### src/rtl/bss_pkg.sv
// ----------------------------------------------------------------------------
// bss_pkg
// Shared constants and signature tables for the byte signature scanner.
// ----------------------------------------------------------------------------
package bss_pkg;

    // Longest tabled signature and default search window length in bytes.
    localparam int SIG_MAX_LEN       = 16;
    localparam int MAX_PATTERN_BYTES = 16;

    localparam int SIG_COUNT   = 30;
    localparam int GROUP_COUNT = 27;
    localparam int GROUP_W     = $clog2(GROUP_COUNT);

    localparam int DATA_W     = 8;
    localparam int OUT_TDATA_W = 32;

    typedef logic [SIG_MAX_LEN*DATA_W-1:0] sig_bytes_t;
    typedef logic [GROUP_COUNT-1:0]        group_mask_t;

    // Groups whose hit marks a kernel-only anti-cheat.
    localparam group_mask_t KERNEL_GROUPS  = group_mask_t'(27'h000007C);
    // Groups whose status is blocked pending vendor support.
    localparam group_mask_t BLOCKED_GROUPS = group_mask_t'(27'h0000003);
    // Groups that are blocked pending or possible in user mode.
    localparam group_mask_t PROOF_GROUPS   = group_mask_t'(27'h007FF83);

    // Each signature is right-justified: its newest (final) byte sits in bits
    // [7:0], the byte before it in [15:8], and so on.
    localparam sig_bytes_t SIG_BYTES [SIG_COUNT] = '{
        128'h4561737941_6E74694368656174_00,
        128'h426174746C457965,
        128'h5269636F63686574,
        128'h4541416E7469436865_6174,
        128'h416E7469436865617445_7870657274_00,
        128'h6E50726F74656374,
        128'h47616D6547756172_64,
        128'h5849474E434F4445,
        128'h56616C7665416E74_69436865_6174,
        128'h737465616D736572_76696365,
        128'h50756E6B42757374_6572,
        128'h44656E75766F,
        128'h44656E75766F,
        128'h53656375524F4D,
        128'h5361666544697363,
        128'h564D50726F746563_74,
        128'h5468656D696461,
        128'h417278616E,
        128'h537465616D737475_62,
        128'h537465616D2E646C_6C,
        128'h434547,
        128'h6D73636F7265652E_646C,
        128'h556E697479506C61_796572,
        128'h556E7265616C456E_67696E65,
        128'h554534,
        128'h554535,
        128'h6D6F6E6F2D,
        128'h584E41,
        128'h464E41,
        128'h476F646F74
    };

    localparam int SIG_LEN [SIG_COUNT] = '{
        14, 8, 8, 11, 16, 8, 9, 8, 14, 12,
        10, 6, 6, 7, 8, 9, 7, 5, 9, 9,
        3, 10, 11, 12, 3, 3, 5, 3, 3, 5
    };

    localparam logic [GROUP_W-1:0] SIG_GROUP [SIG_COUNT] = '{
        5'd0,  5'd1,  5'd2,  5'd3,  5'd4,  5'd5,  5'd6,  5'd7,  5'd8,  5'd9,
        5'd10, 5'd11, 5'd11, 5'd12, 5'd13, 5'd14, 5'd15, 5'd16, 5'd17, 5'd17,
        5'd18, 5'd19, 5'd20, 5'd21, 5'd21, 5'd22, 5'd23, 5'd24, 5'd25, 5'd26
    };

endpackage

### src/rtl/bss_matcher.sv
// ----------------------------------------------------------------------------
// bss_matcher
// Parallel comparators of the byte window against every signature.
// ----------------------------------------------------------------------------
module bss_matcher
    import bss_pkg::*;
#(
    parameter int MAX_PATTERN_BYTES = bss_pkg::MAX_PATTERN_BYTES,
    localparam int FILL_W = $clog2(MAX_PATTERN_BYTES + 1)
)
(
    input  logic [DATA_W-1:0] cur_byte,
    input  logic [DATA_W-1:0] window [MAX_PATTERN_BYTES-1],
    input  logic [FILL_W-1:0] fill_cnt,
    output group_mask_t       group_hit
);

    logic [DATA_W-1:0]    recent [MAX_PATTERN_BYTES];
    logic [SIG_COUNT-1:0] sig_hit;

    // Newest byte first, then the stored window.
    always_comb
    begin
        recent[0] = cur_byte;
        for (int j = 1; j < MAX_PATTERN_BYTES; j++)
        begin
            recent[j] = window[j-1];
        end
    end

    for (genvar i = 0; i < SIG_COUNT; i++) begin : g_sig
        if (SIG_LEN[i] <= MAX_PATTERN_BYTES) begin : g_fits
            logic [SIG_MAX_LEN-1:0] eq;
            for (genvar j = 0; j < SIG_MAX_LEN; j++) begin : g_byte
                if (j < SIG_LEN[i]) begin : g_cmp
                    assign eq[j] = (recent[j] == SIG_BYTES[i][DATA_W*j +: DATA_W]);
                end
                else begin : g_pad
                    assign eq[j] = 1'b1;
                end
            end
            // A signature cannot match before enough bytes of the buffer exist.
            assign sig_hit[i] = (fill_cnt >= FILL_W'(SIG_LEN[i])) && (&eq);
        end
        else begin : g_long
            assign sig_hit[i] = 1'b0;
        end
    end

    // Signatures that share a group are OR-ed together.
    always_comb
    begin
        group_hit = '0;
        for (int i = 0; i < SIG_COUNT; i++)
        begin
            group_hit[SIG_GROUP[i]] = group_hit[SIG_GROUP[i]] | sig_hit[i];
        end
    end

endmodule

### src/rtl/bss_verdict.sv
// ----------------------------------------------------------------------------
// bss_verdict
// Derives the three compatibility verdicts from the group hit mask.
// ----------------------------------------------------------------------------
module bss_verdict
    import bss_pkg::*;
(
    input  group_mask_t hits,
    output logic        kernel_anticheat,
    output logic        runtime_proof_needed,
    output logic        compatible
);

    logic blocked;

    assign kernel_anticheat     = |(hits & KERNEL_GROUPS);
    assign blocked              = |(hits & BLOCKED_GROUPS);
    assign runtime_proof_needed = |(hits & PROOF_GROUPS);
    assign compatible           = !(kernel_anticheat || blocked);

endmodule

### src/rtl/byte_signature_scanner.sv
// ----------------------------------------------------------------------------
// byte_signature_scanner
// Streams a buffer byte by byte and reports which signature groups it holds.
// ----------------------------------------------------------------------------
// Usage:
// Bytes of a buffer arrive on the s_axis word channel, one byte per word, with
// s_axis_tlast high on the final byte. Every byte is compared against all
// signatures at once, ending at that byte, and group hits are kept sticky.
// On the final byte one word leaves on m_axis carrying the group mask and the
// three verdicts; the scanner then starts afresh for the next buffer, so no
// signature ever matches across two buffers. Bytes that are not final give no
// output word.
// Throughput is one byte per cycle unless a final byte waits on a stalled
// result: the input register and the result register are separated by one
// stage of comparators, window shift and verdict logic. The result word is
// loaded into the result register as the final byte leaves the input register.
// When the receiver stalls, a waiting result blocks only the next final byte;
// ordinary bytes keep flowing. Reset (rst_n low) empties both registers and
// clears the window, the byte count and the hit mask.
// ----------------------------------------------------------------------------
module byte_signature_scanner
    import bss_pkg::*;
#(
    parameter int MAX_PATTERN_BYTES = bss_pkg::MAX_PATTERN_BYTES
)
(
    input  logic                   clk,
    input  logic                   rst_n,

    input  logic                   s_axis_tvalid,
    output logic                   s_axis_tready,
    input  logic [DATA_W-1:0]      s_axis_tdata,   // [7:0] data_byte
    input  logic                   s_axis_tlast,   // last_byte

    output logic                   m_axis_tvalid,
    input  logic                   m_axis_tready,
    output logic [OUT_TDATA_W-1:0] m_axis_tdata    // [26:0] group_hits,
                                                   // [27] kernel_anticheat,
                                                   // [28] runtime_proof_needed,
                                                   // [29] compatible, [31:30] zero
);

    localparam int FILL_W = $clog2(MAX_PATTERN_BYTES + 1);
    localparam int WIN_D  = MAX_PATTERN_BYTES - 1;

    // Input register.
    logic              in_valid_reg, in_valid_next;
    logic [DATA_W-1:0] in_byte_reg,  in_byte_next;
    logic              in_last_reg,  in_last_next;

    // Scan state.
    logic [DATA_W-1:0] window_reg [WIN_D];
    logic [DATA_W-1:0] window_next [WIN_D];
    logic [FILL_W-1:0] fill_reg,  fill_next;
    group_mask_t       hit_reg,   hit_next;

    // Result register.
    logic                   out_valid_reg, out_valid_next;
    logic [OUT_TDATA_W-1:0] out_data_reg,  out_data_next;

    logic        advance;
    logic [FILL_W-1:0] fill_inc;
    group_mask_t group_hit;
    group_mask_t hit_all;
    logic        kernel_anticheat;
    logic        runtime_proof_needed;
    logic        compatible;

    // A non-final byte always moves on; a final byte needs room for its result.
    assign advance       = in_valid_reg && (!in_last_reg || !out_valid_reg || m_axis_tready);
    assign s_axis_tready = !in_valid_reg || advance;

    // Bytes seen in this buffer including the current one, saturating.
    assign fill_inc = (fill_reg < FILL_W'(MAX_PATTERN_BYTES)) ? fill_reg + 1'b1 : fill_reg;

    bss_matcher #(
        .MAX_PATTERN_BYTES (MAX_PATTERN_BYTES)
    ) u_matcher (
        .cur_byte  (in_byte_reg),
        .window    (window_reg),
        .fill_cnt  (fill_inc),
        .group_hit (group_hit)
    );

    assign hit_all = hit_reg | group_hit;

    bss_verdict u_verdict (
        .hits                 (hit_all),
        .kernel_anticheat     (kernel_anticheat),
        .runtime_proof_needed (runtime_proof_needed),
        .compatible           (compatible)
    );

    always_comb
    begin
        in_valid_next  = in_valid_reg;
        in_byte_next   = in_byte_reg;
        in_last_next   = in_last_reg;
        window_next    = window_reg;
        fill_next      = fill_reg;
        hit_next       = hit_reg;
        out_valid_next = out_valid_reg;
        out_data_next  = out_data_reg;

        if (s_axis_tready)
        begin
            in_valid_next = s_axis_tvalid;
            in_byte_next  = s_axis_tdata;
            in_last_next  = s_axis_tlast;
        end

        if (m_axis_tready)
        begin
            out_valid_next = 1'b0;
        end

        if (advance)
        begin
            window_next[0] = in_byte_reg;
            for (int j = 1; j < WIN_D; j++)
            begin
                window_next[j] = window_reg[j-1];
            end

            if (in_last_reg)
            begin
                // The count and the mask restart; stale window bytes are
                // never read while the count is below their position.
                fill_next      = '0;
                hit_next       = '0;
                out_valid_next = 1'b1;
                out_data_next  = {(OUT_TDATA_W - GROUP_COUNT - 3)'(0), compatible,
                                  runtime_proof_needed, kernel_anticheat, hit_all};
            end
            else
            begin
                fill_next = fill_inc;
                hit_next  = hit_all;
            end
        end
    end

    always_ff @(posedge clk or negedge rst_n)
    begin
        if (!rst_n)
        begin
            in_valid_reg  <= 1'b0;
            in_last_reg   <= 1'b0;
            fill_reg      <= '0;
            hit_reg       <= '0;
            out_valid_reg <= 1'b0;
            for (int j = 0; j < WIN_D; j++)
            begin
                window_reg[j] <= '0;
            end
        end
        else
        begin
            in_valid_reg  <= in_valid_next;
            in_last_reg   <= in_last_next;
            fill_reg      <= fill_next;
            hit_reg       <= hit_next;
            out_valid_reg <= out_valid_next;
            window_reg    <= window_next;
        end
    end

    always_ff @(posedge clk)
    begin
        in_byte_reg  <= in_byte_next;
        out_data_reg <= out_data_next;
    end

    assign m_axis_tvalid = out_valid_reg;
    assign m_axis_tdata  = out_data_reg;

endmodule
### config.mk
export PLATFORM = sky130hd
export DESIGN_NAME = byte_signature_scanner
export DESIGN_NICKNAME = d
export VERILOG_FILES = /design/src/rtl/bss_pkg.sv /design/src/rtl/bss_matcher.sv /design/src/rtl/bss_verdict.sv /design/src/rtl/byte_signature_scanner.sv
export SDC_FILE = /design/constraint.sdc
export NUM_CORES = 1
export LEC_CHECK = 0
export ABC_AREA = 1
export BUFFER_PORTS_ARGS = -buffer_cell sky130_fd_sc_hd__buf_2
export CAP_MARGIN = 20
export CELL_PAD_IN_SITES_DETAIL_PLACEMENT = 1
export CELL_PAD_IN_SITES_GLOBAL_PLACEMENT = 2
export CORE_MARGIN = 2
export CORE_UTILIZATION = 39
export DETAILED_ROUTE_END_ITERATION = 12
export PLACE_DENSITY_LB_ADDON = 0.1
export SLEW_MARGIN = 20
export SYNTH_ARGS = -nofsm -noshare
export SYNTH_HDL_FRONTEND = slang
export SYNTH_SLANG_ARGS = --single-unit
### constraint.sdc
create_clock -name clk -period 5.4 [get_ports clk]
set_clock_uncertainty 0.15 [all_clocks]
set_input_delay 0.81 -clock clk [delete_from_list [all_inputs] [get_ports clk]]
set_output_delay 0.81 -clock clk [all_outputs]
set_load 0.02 [all_outputs]
==> results of run 1 <==
worst max-delay path: cells and delay by family (launching register included):
family	cells	cell delay [ns]
compound gates	1	0.06
buf+inv	5	1.55
flops	1	0.41
simple gates	2	0.76
Yosys cell counts (all sizes together):
library cell	n	area share (%)
a211oi	1	0.073
a21oi	17	0.83
a31oi	4	0.24
and2	1	0.061
buf	16	0.83
clkbuf	17	0.64
clkinv	1	0.037
conb	1	0.037
dfrtp	155	38
edfxtp	38	11
ha	1	0.12
inv	197	7.2
nand2	410	15
nand3	74	3.8
nand3b	4	0.29
nand4	27	1.7
nor2	272	10
nor2b	2	0.12
nor3	27	1.4
nor3b	1	0.073
nor4	5	0.31
nor4b	1	0.086
o211a	1	0.098
o21ai	140	7.0
o21bai	3	0.26
o22ai	3	0.18
cell type report:
class | instances | share of cell area, %
clock inverters | 14 | 1.60
inverters | 198 | 6.53
multi-input cells | 996 | 38.0
well taps | 335 | 3.68
repair buffers | 49 | 2.32
flip-flops and latches | 193 | 44.1
clock buffers | 18 | 3.77
where the power goes:
part,internal [mW],leakage (nW),switching (mW)
logic,0.238,2.38,0.669
clock network,0.638,0.296,0.706
registers,1.73,2.45,0.256
total,2.61,5.12,1.63
logic make-up (layout without fill, tap and decap cells):
kind of cell	after synthesis	after routing
AND/OR/NAND/NOR	824	824
buffers and inverters	231	279
adder cells (fa/ha/maj)	1	1
AO/OA/AOI/OAI	169	169
flip-flops	193	193
other	1	2
through the flow:
step / hold WS (ns) / power [mW] / worst slack (ns)
final: 0.304 / 4.24 / 2.08
after global routing: 0.361 / 4.49 / 1.75
after CTS: 0.346 / 4.27 / 1.63
after detailed placement: 0.323 / 2.92 / 1.22
after global placement: 0.312 / 2.89 / 1.37
after floorplan: 0.299 / 2.56 / 3.00
final timing paths:
| kind | from | slack, ns | cells after the start | endpoint |
|---|---|---|---|---|
| max in group asynchronous | rst_n | 3.72 | 2 | hit_reg[23]$_DFFE_PN0P_ |
| min in group clk | window_reg[2]$_DFFE_PN0P_ | 0.34 | 2 | window_reg[2]$_DFFE_PN0P_ |
| worst min-delay path | rst_n | 0.30 | 1 | window_reg[39]$_DFFE_PN0P_ |
| worst max register to register | m_axis_tvalid$_DFF_PN0_ | 2.08 | 8 | m_axis_tdata[25]$_DFFE_PP_ |
| worst max-delay path | m_axis_tvalid$_DFF_PN0_ | 2.08 | 8 | m_axis_tdata[25]$_DFFE_PP_ |
| worst min register to register | window_reg[2]$_DFFE_PN0P_ | 0.34 | 2 | window_reg[2]$_DFFE_PN0P_ |
routing by layer:
metal  global-route usage, %  up-vias
li1                        -     4524
met1                    35.6     4523
met2                    44.7      140
met3                    3.72       41
met4                    6.35        0
met5                       0        -
==> impl_results.md, run 1 <==
- Global-route wire length before repair: between 50000 and 60000 um
- Parity-gate share of the synthesized area counting xor and xnor cells: 0%
- Number of violations reported at the end of detailed-routing iteration 0: between 600 and 700
- Clock sink total: 193
- Max VDD drop: between 0.15 and 0.2 mV
- Die area: around 0.028 mm^2
- Worst hold-check path type: input pin to asynchronous set/reset pin
- Average wire per cell in the routed design: 19.6 um
- Highest fanout seen on the critical path: 67
- Via count: approximately 9200
- Grt total ovfl: 0
- Depth of the CTS H-tree: 4
- Final min period: 3.32 ns
- Final HPWL DP: around 27000 um
- Commonest non-fill, non-tap cell in the layout: sky130_fd_sc_hd__nand2_1
- Hold Vio Cnt, Final: 0
- Highest Signal Layer: met4
- DRC violations left: 0
- Endpoint type of the worst setup path: flip-flop
- Fin cells: approximately 1800
- Metal1 wirelength: between 15000 and 20000 um
- Number of distinct library cell variants in the gate-level netlist after synthesis: 38
- Largest net degree at the start of global routing: between 100 and 150
- Global placer's final weighted congestion: 0.941
- Number of detailed-route iterations in the first pass: 5
- TritonCTS clock tree: yes
- Number of register bits inferred by synthesis: around 190
- Post-detailed-route count of antenna-violating nets: 0
- Placement row count: 59
- Clock transition time at the flip-flop clock pins of the worst setup and hold paths: 0.09 ns
- GRT Util Overall: 26.3%
- Share of the cycle needed by the critical path after routing: about three fifths
- Area of the multi-input gates: 0.00433 mm^2
- Area of placed instances: 0.0108 mm^2
- Cells after DPL: between 1500 and 2000
- Static leakage: around 5 nW
- Largest register FFs: between 100 and 150
- Die Wd: about 170 um
- Cell Area, Synth: ~0.01 mm^2
- DR WL met2: about 17000 um
- Max-capacitance violation count: 0
- Antenna violations before repair: 0
- Run status: completed
- Delay contributed by the slowest stage of the critical path: slightly below 0.8 ns
- Simple-gate area share of the yosys netlist: roughly a third
- Number of instances in the synthesized netlist: about 1400
- Critical Path, Cell by Cell: inv_1 -> nor2_1 -> inv_1 -> o21ai_4 -> inv_2 -> buf_4 -> nand2_1 -> inv_2
- Critical Setup Path Class: flip-flop to flip-flop
- Relative max-transition margin: 37.5%
- Leading cell types in the layout, fill and taps excluded: 405 x sky130_fd_sc_hd__nand2_1, 259 x sky130_fd_sc_hd__nor2_1, 190 x sky130_fd_sc_hd__inv_1
- Via count of the first global-routing pass: about 9500
- Complex-gate fraction of the synthesized area: 8.68%
- RSZ-0062 raised after global routing: false
- Adder and majority gate portion of the synthesized area: 0.122%
- Fmax: around 300 MHz
- Top-Level Pins: 47
- Count of final max-slew check failures: 0
- Initial Utilization: about 40%
- Final total negative setup slack: 0 ns
- Part of the Yosys area used for sequential elements: 49.0%
- Required time at the worst-slack endpoint: about 5.3 ns
- Signed area change from the synthesized netlist to the final layout: 11.2%
- Root cell of the clock tree: sky130_fd_sc_hd__clkbuf_16
- Total clock buffers created by CTS: 17
- Number of input and output port buffers inserted: 44
- Number of warnings issued by yosys: 0
- CP max-delay cell: sky130_fd_sc_hd__inv_2
- Routed Wire Length: roughly 35000 um
- Clk_lat worst skew: around 0.46 ns
- Critical path launch point type: flip-flop
- Pwr Density: around 370 mW/mm^2
- Post-synthesis mux area share: 0%
- Nets: about 1500
- Count of hold-fix buffers inserted at cts: 0
- Post-CTS setup-driven buffer insertion count: 0
- Slew of the pin with the lowest slew margin: between 0.9 and 1 ns
- Final design area excluding fillers: approximately 0.011 mm^2
- Combinational family with the most area after synthesis: simple AND/OR/NAND/NOR gates
- Register area: about 0.005 mm^2
- Fill cell total of the finished layout: between 3000 and 4000
- Die extent in y: 166 um
- Core area: between 0.02 and 0.03 mm^2
- Crit path DAT: 3.26 ns
- Length of routed met3 wiring: 1100 um
- Number of diodes: 0
- Average instance area after synthesis: slightly above 7 um^2
- Final setup violation count: 0
- Layout cells sized above 1: under 10%
- DR vias/cell: 5.12
- Maximum buffer depth of the clock tree: 2
- Number of gates resized after CTS: 0
- Post-layout util: ~44%
(Power assumes the default switching activity.)
==> inputs of run 2 (changes only) <==
--- a/config.mk
+++ b/config.mk
@@ -5,7 +5,7 @@
 export SDC_FILE = /design/constraint.sdc
 export NUM_CORES = 1
 export LEC_CHECK = 0
-export ABC_AREA = 1
+export ABC_AREA = 0
 export BUFFER_PORTS_ARGS = -buffer_cell sky130_fd_sc_hd__buf_2
 export CAP_MARGIN = 20
 export CELL_PAD_IN_SITES_DETAIL_PLACEMENT = 1
==> constraint.sdc (replaced) <==
create_clock -name clk -period 3.2 [get_ports clk]
set_clock_uncertainty 0.15 [all_clocks]
set_input_delay 0.48 -clock clk [delete_from_list [all_inputs] [get_ports clk]]
set_output_delay 0.48 -clock clk [all_outputs]
set_load 0.02 [all_outputs]
==> run 2 against run 1 <==
Against the previous run:
- total power up 68%
- flip-flop and latch count unchanged
- die area down 5.3%
- via count down 10%
- design area down 2.8%
- global-route usage up 0.16 points
- critical path depth down 1
- utilization up 1.6 points
- hold slack worse by 0.25 ns
==> impl_results.md, run 2 <==
- Part of the Yosys area used for sequential elements: 51.9% (was 49.0%)
- Main flop type after synthesis: sky130_fd_sc_hd__dfrtp_1 (unchanged)
- Root cell of the clock tree: sky130_fd_sc_hd__clkbuf_16 (unchanged)
- Portion of total power attributed to the clock network: 31.7% (about the same)
- Fill cell total of the finished layout: 2827 (was 3312)
- Critical Path, Cell by Cell: or4b_4 -> nand4bb_1 -> or4_1 -> nor4_2 -> a31oi_1 -> nand2_1 -> nor4b_1 (was inv_1 -> nor2_1 -> inv_1 -> o21ai_4 -> inv_2 -> buf_4 -> nand2_1 -> inv_2)
- CP max-delay cell: sky130_fd_sc_hd__or4b_4 (was sky130_fd_sc_hd__inv_2)
- Pwr Density: 642 mW/mm^2 (was 372 mW/mm^2)
- Placement row count: 57 (was 59)
- Die area: 0.0261 mm^2 (was 0.0276 mm^2)
- Leading cell types in the layout, fill and taps excluded: 393 x sky130_fd_sc_hd__nand2_1, 155 x sky130_fd_sc_hd__dfrtp_1, 51 x sky130_fd_sc_hd__nor2_1 (was 405 x sky130_fd_sc_hd__nand2_1, 259 x sky130_fd_sc_hd__nor2_1, 190 x sky130_fd_sc_hd__inv_1)
- Final min period: 2.88 ns (was 3.32 ns)
- Global-route wire length before repair: 52100 um (was 55300 um)
- Worst hold slack across all endpoints: 0.0558 ns (was 0.304 ns)
- Critical path capture point: m_axis_tdata[29]$_DFFE_PP_ (was m_axis_tdata[25]$_DFFE_PP_)
- Required time at the worst-slack endpoint: 3.25 ns (was 5.33 ns)
- Run status: completed (unchanged)
- Delay contributed by the slowest stage of the critical path: 0.57 ns (was 0.77 ns)
- Hold Vio Cnt, Final: 0 (unchanged)
- RR Startpoint: in_byte_reg[3]$_DFFE_PP_ (was m_axis_tvalid$_DFF_PN0_)
- Count of final max-slew check failures: 0 (unchanged)
- Final HPWL DP: 24800 um (was 27400 um)
- Number of warnings issued by yosys: 0 (unchanged)
- Static leakage: 5.32 nW (was 5.12 nW)
- Routed Wire Length: 33600 um (was 35300 um)
- Critical path launch point type: flip-flop (unchanged)
- Clk_lat worst skew: 0.45 ns (was 0.46 ns)
- Layout cells sized above 1: 13.2% (was 7.63%)
- Number of detailed-route iterations in the first pass: 5 (unchanged)
- Comb power frac: 18.0% (was 21.4%)
- Switching share of total power: 35.5% (was 38.5%)
- Initial Utilization: 39.8% (was 39.5%)
- Commonest non-fill, non-tap cell in the layout: sky130_fd_sc_hd__nand2_1 (unchanged)
- Number of distinct library cell variants in the gate-level netlist after synthesis: 61 (was 38)
- Hold Path Cell Cnt: 1
- Top cells by count, synth: 394 x sky130_fd_sc_hd__nand2_1, 155 x sky130_fd_sc_hd__dfrtp_1, 51 x sky130_fd_sc_hd__nor2_1, 47 x sky130_fd_sc_hd__clkbuf_1, 41 x sky130_fd_sc_hd__nand4_1 (was 405 x sky130_fd_sc_hd__nand2_1, 259 x sky130_fd_sc_hd__nor2_1, 191 x sky130_fd_sc_hd__inv_1, 155 x sky130_fd_sc_hd__dfrtp_1, 138 x sky130_fd_sc_hd__o21ai_0)
- P_sw: 2.52 mW (was 1.63 mW)
- Max-capacitance violation count: 0 (unchanged)
- R2r worst-path depth: 7 (was 8)
- DR vias/cell: 5.67 (was 5.12)
- TritonCTS clock tree: yes (unchanged)
- Average wire per cell in the routed design: 22.9 um (was 19.6 um)
- Biggest area consumer among synthesized cells: sky130_fd_sc_hd__dfrtp_1 (unchanged)
- Terminus of the critical flop-to-flop path: m_axis_tdata[29]$_DFFE_PP_ (was m_axis_tdata[25]$_DFFE_PP_)
- Crit path DAT: 2.92 ns (was 3.26 ns)
- Average instance area after synthesis: 9.03 um^2 (was 7.21 um^2)
- Number of instances in the synthesized netlist: 1072 (was 1419)
- GRT Util Overall: 26.4% (was 26.3%)
- Cell internal power dissipation: 4.58 mW (was 2.61 mW)
- Final setup violation count: 0 (unchanged)
- Core area: 0.0243 mm^2 (was 0.0259 mm^2)
- Nets: 1141 (was 1469)
- Endpoint type of the worst setup path: flip-flop (unchanged)
- Sequential Power Share: 50.4% (was 46.9%)
- Cells after DPL: 1431 (was 1771)
- Grt total ovfl: 0 (unchanged)
- Fmax: 348 MHz (was 301 MHz)
- Most instantiated library cell after synthesis: sky130_fd_sc_hd__nand2_1 (unchanged)
- Share of the cycle needed by the critical path after routing: 89.9% (was 61.5%)
- Reg2reg setup slack: 0.32 ns (was 2.08 ns)
- Top-Level Pins: 47 (unchanged)
- Number of violations reported at the end of detailed-routing iteration 0: 751 (was 660)
- Number of gates resized after CTS: 0 (unchanged)
- Antenna violations before repair: 0 (unchanged)
- Global placer's final weighted congestion: 0.960 (was 0.941)
- Number of input and output port buffers inserted: 44 (unchanged)
- FFs w/ async S/R, synth: 80.3% (unchanged)
- Largest net degree at the start of global routing: 67 (was 107)
- Fin cells: 1464 (was 1803)
- Count of flip-flops with a built-in enable after synthesis: 38 (unchanged)
- Clock transition time at the flip-flop clock pins of the worst setup and hold paths: 0.08 ns (was 0.09 ns)
- Buffers & Inverters on Critical Path: 0 (was 5)
- Maximum buffer depth of the clock tree: 2 (unchanged)
- RSZ-0062 raised after global routing: false (unchanged)
- DRC violations left: 0 (unchanged)
- Max VDD drop: 0.303 mV (was 0.160 mV)
- Highest fanout seen on the critical path: 9 (was 67)
- Final total negative setup slack: 0 ns (unchanged)
- Die extent in y: 162 um (was 166 um)
- Die Wd: 162 um (was 166 um)
- Area share of the largest cell type after synthesis: 40.1% (was 37.9%)
- Largest register FFs: 120 (unchanged)
- Via count of the first global-routing pass: 8413 (was 9501)
- CP delay by family, top: simple AND/OR/NAND/NOR gates (was buffers and inverters)
- Via count: 8294 (was 9228)
- Crit. path cell count: 7 (was 8)
- Signed area change from the synthesized netlist to the final layout: 14.3% (was 11.2%)
- Number of diodes: 0 (unchanged)
- Top area cells in the synthesized netlist: sky130_fd_sc_hd__dfrtp_1 40%, sky130_fd_sc_hd__nand2_1 15%, sky130_fd_sc_hd__edfxtp_1 12% (was sky130_fd_sc_hd__dfrtp_1 38%, sky130_fd_sc_hd__nand2_1 15%, sky130_fd_sc_hd__edfxtp_1 11%)
- Total clock buffers created by CTS: 17 (unchanged)
- Slew of the pin with the lowest slew margin: 0.880 ns (was 0.937 ns)
- Depth of the CTS H-tree: 4 (unchanged)
- Worst setup path start: in_byte_reg[3]$_DFFE_PP_ (was m_axis_tvalid$_DFF_PN0_)
- Post-detailed-route count of antenna-violating nets: 0 (unchanged)
- Critical Setup Path Class: flip-flop to flip-flop (unchanged)
- Cell Area, Synth: 0.00968 mm^2 (was 0.0102 mm^2)
- Clock sink total: 193 (unchanged)
- Relative max-transition margin: 40.5% (was 37.5%)
- Number of register bits inferred by synthesis: 193 (unchanged)
- Worst hold-check path type: input pin to flip-flop (was input pin to asynchronous set/reset pin)
==> run 2: cell count changes in the layout (fill, tap and decap cells not counted), sizes merged, moves of 42 or more <==
cell / before / now
nor2: 272 / 51
o21ai: 140 / 19
inv: 205 / 25
nand3: 74 / 26
buf: 49 / 91
==> run 2: through the flow <==
step / instance area, um^2 / power, mW / setup slack [ns] / utilization (%)
after floorplan: 9680 / 4.17 / 0.429 / -
after global placement: 10400 / 4.85 / 0.377 / 42.9
after detailed placement: 10400 / 4.89 / 0.337 / 42.9
after CTS: 11100 / 7.14 / 0.331 / 45.5
after global routing: 11100 / 7.47 / 0.158 / 45.5
final: 11100 / 7.10 / 0.324 / 45.5
==> run 2: cells by family (layout without fill, tap and decap cells) <==
kind of cell / count (synthesis) / after routing / share of synthesized area [%]
simple gates: 729 / 729 / 38.9
compound gates: 69 / 69 / 5.27
fa+ha+maj: 1 / 1 / 0.129
buf+inv: 75 / 142 / 3.43
flops: 193 / 193 / 51.9
mux: 1 / 1 / 0.116
other cells: 1 / 2 / 0.0387
xor+xnor: 3 / 3 / 0.272
==> run 2: power groups by stage <==
| stage | Combinational [mW] | Clock (mW) | Sequential, mW |
|---|---|---|---|
| after floorplan | 0.875 | 0 | 3.30 |
| after global placement | 1.25 | 0 | 3.60 |
| after detailed placement | 1.27 | 0 | 3.61 |
| after CTS | 1.28 | 2.30 | 3.56 |
| after global routing | 1.42 | 2.39 | 3.65 |
| final | 1.27 | 2.25 | 3.58 |
==> run 2: cell type report <==
cell class | instances | area (um^2) | share of cell area, %
Tap cell | 324 | 405 | 3.66
Inverter | 18 | 67.6 | 0.611
Clock inverter | 13 | 164 | 1.48
Multi-Input combinational cell | 805 | 4340 | 39.2
Clock buffer | 19 | 454 | 4.10
Sequential cell | 193 | 5020 | 45.4
Timing Repair Buffer | 92 | 614 | 5.55
==> run 2: worst min-delay path by stage <==
stage	from	to	slack (ns)
after floorplan	rst_n	fill_reg[0]$_DFFE_PN0P_	0.03
after global placement	window_reg[1]$_DFFE_PN0P_	window_reg[1]$_DFFE_PN0P_	0.30
after detailed placement	window_reg[1]$_DFFE_PN0P_	window_reg[1]$_DFFE_PN0P_	0.31
after CTS	s_axis_tdata[0]	in_byte_reg[0]$_DFFE_PP_	0.04
after global routing	s_axis_tdata[0]	in_byte_reg[0]$_DFFE_PP_	0.04
final	s_axis_tdata[0]	in_byte_reg[0]$_DFFE_PP_	0.06
==> run 2: timing repair <==
action / in CTS / in global routing
hold buffers: 1 / 0
hold endpoints to repair: 63 / 0
buffers inserted: 0 / 0
==> run 2: per-layer routing <==
metal / part of all wire, % / track usage [%] / vias up
met5: 0 / 0 / -
met4: 2.3 / 8.20 / 0
met3: 4.5 / 3.78 / 38
met2: 45 / 40.4 / 231
met1: 48 / 38.8 / 4169
li1: - / - / 3856
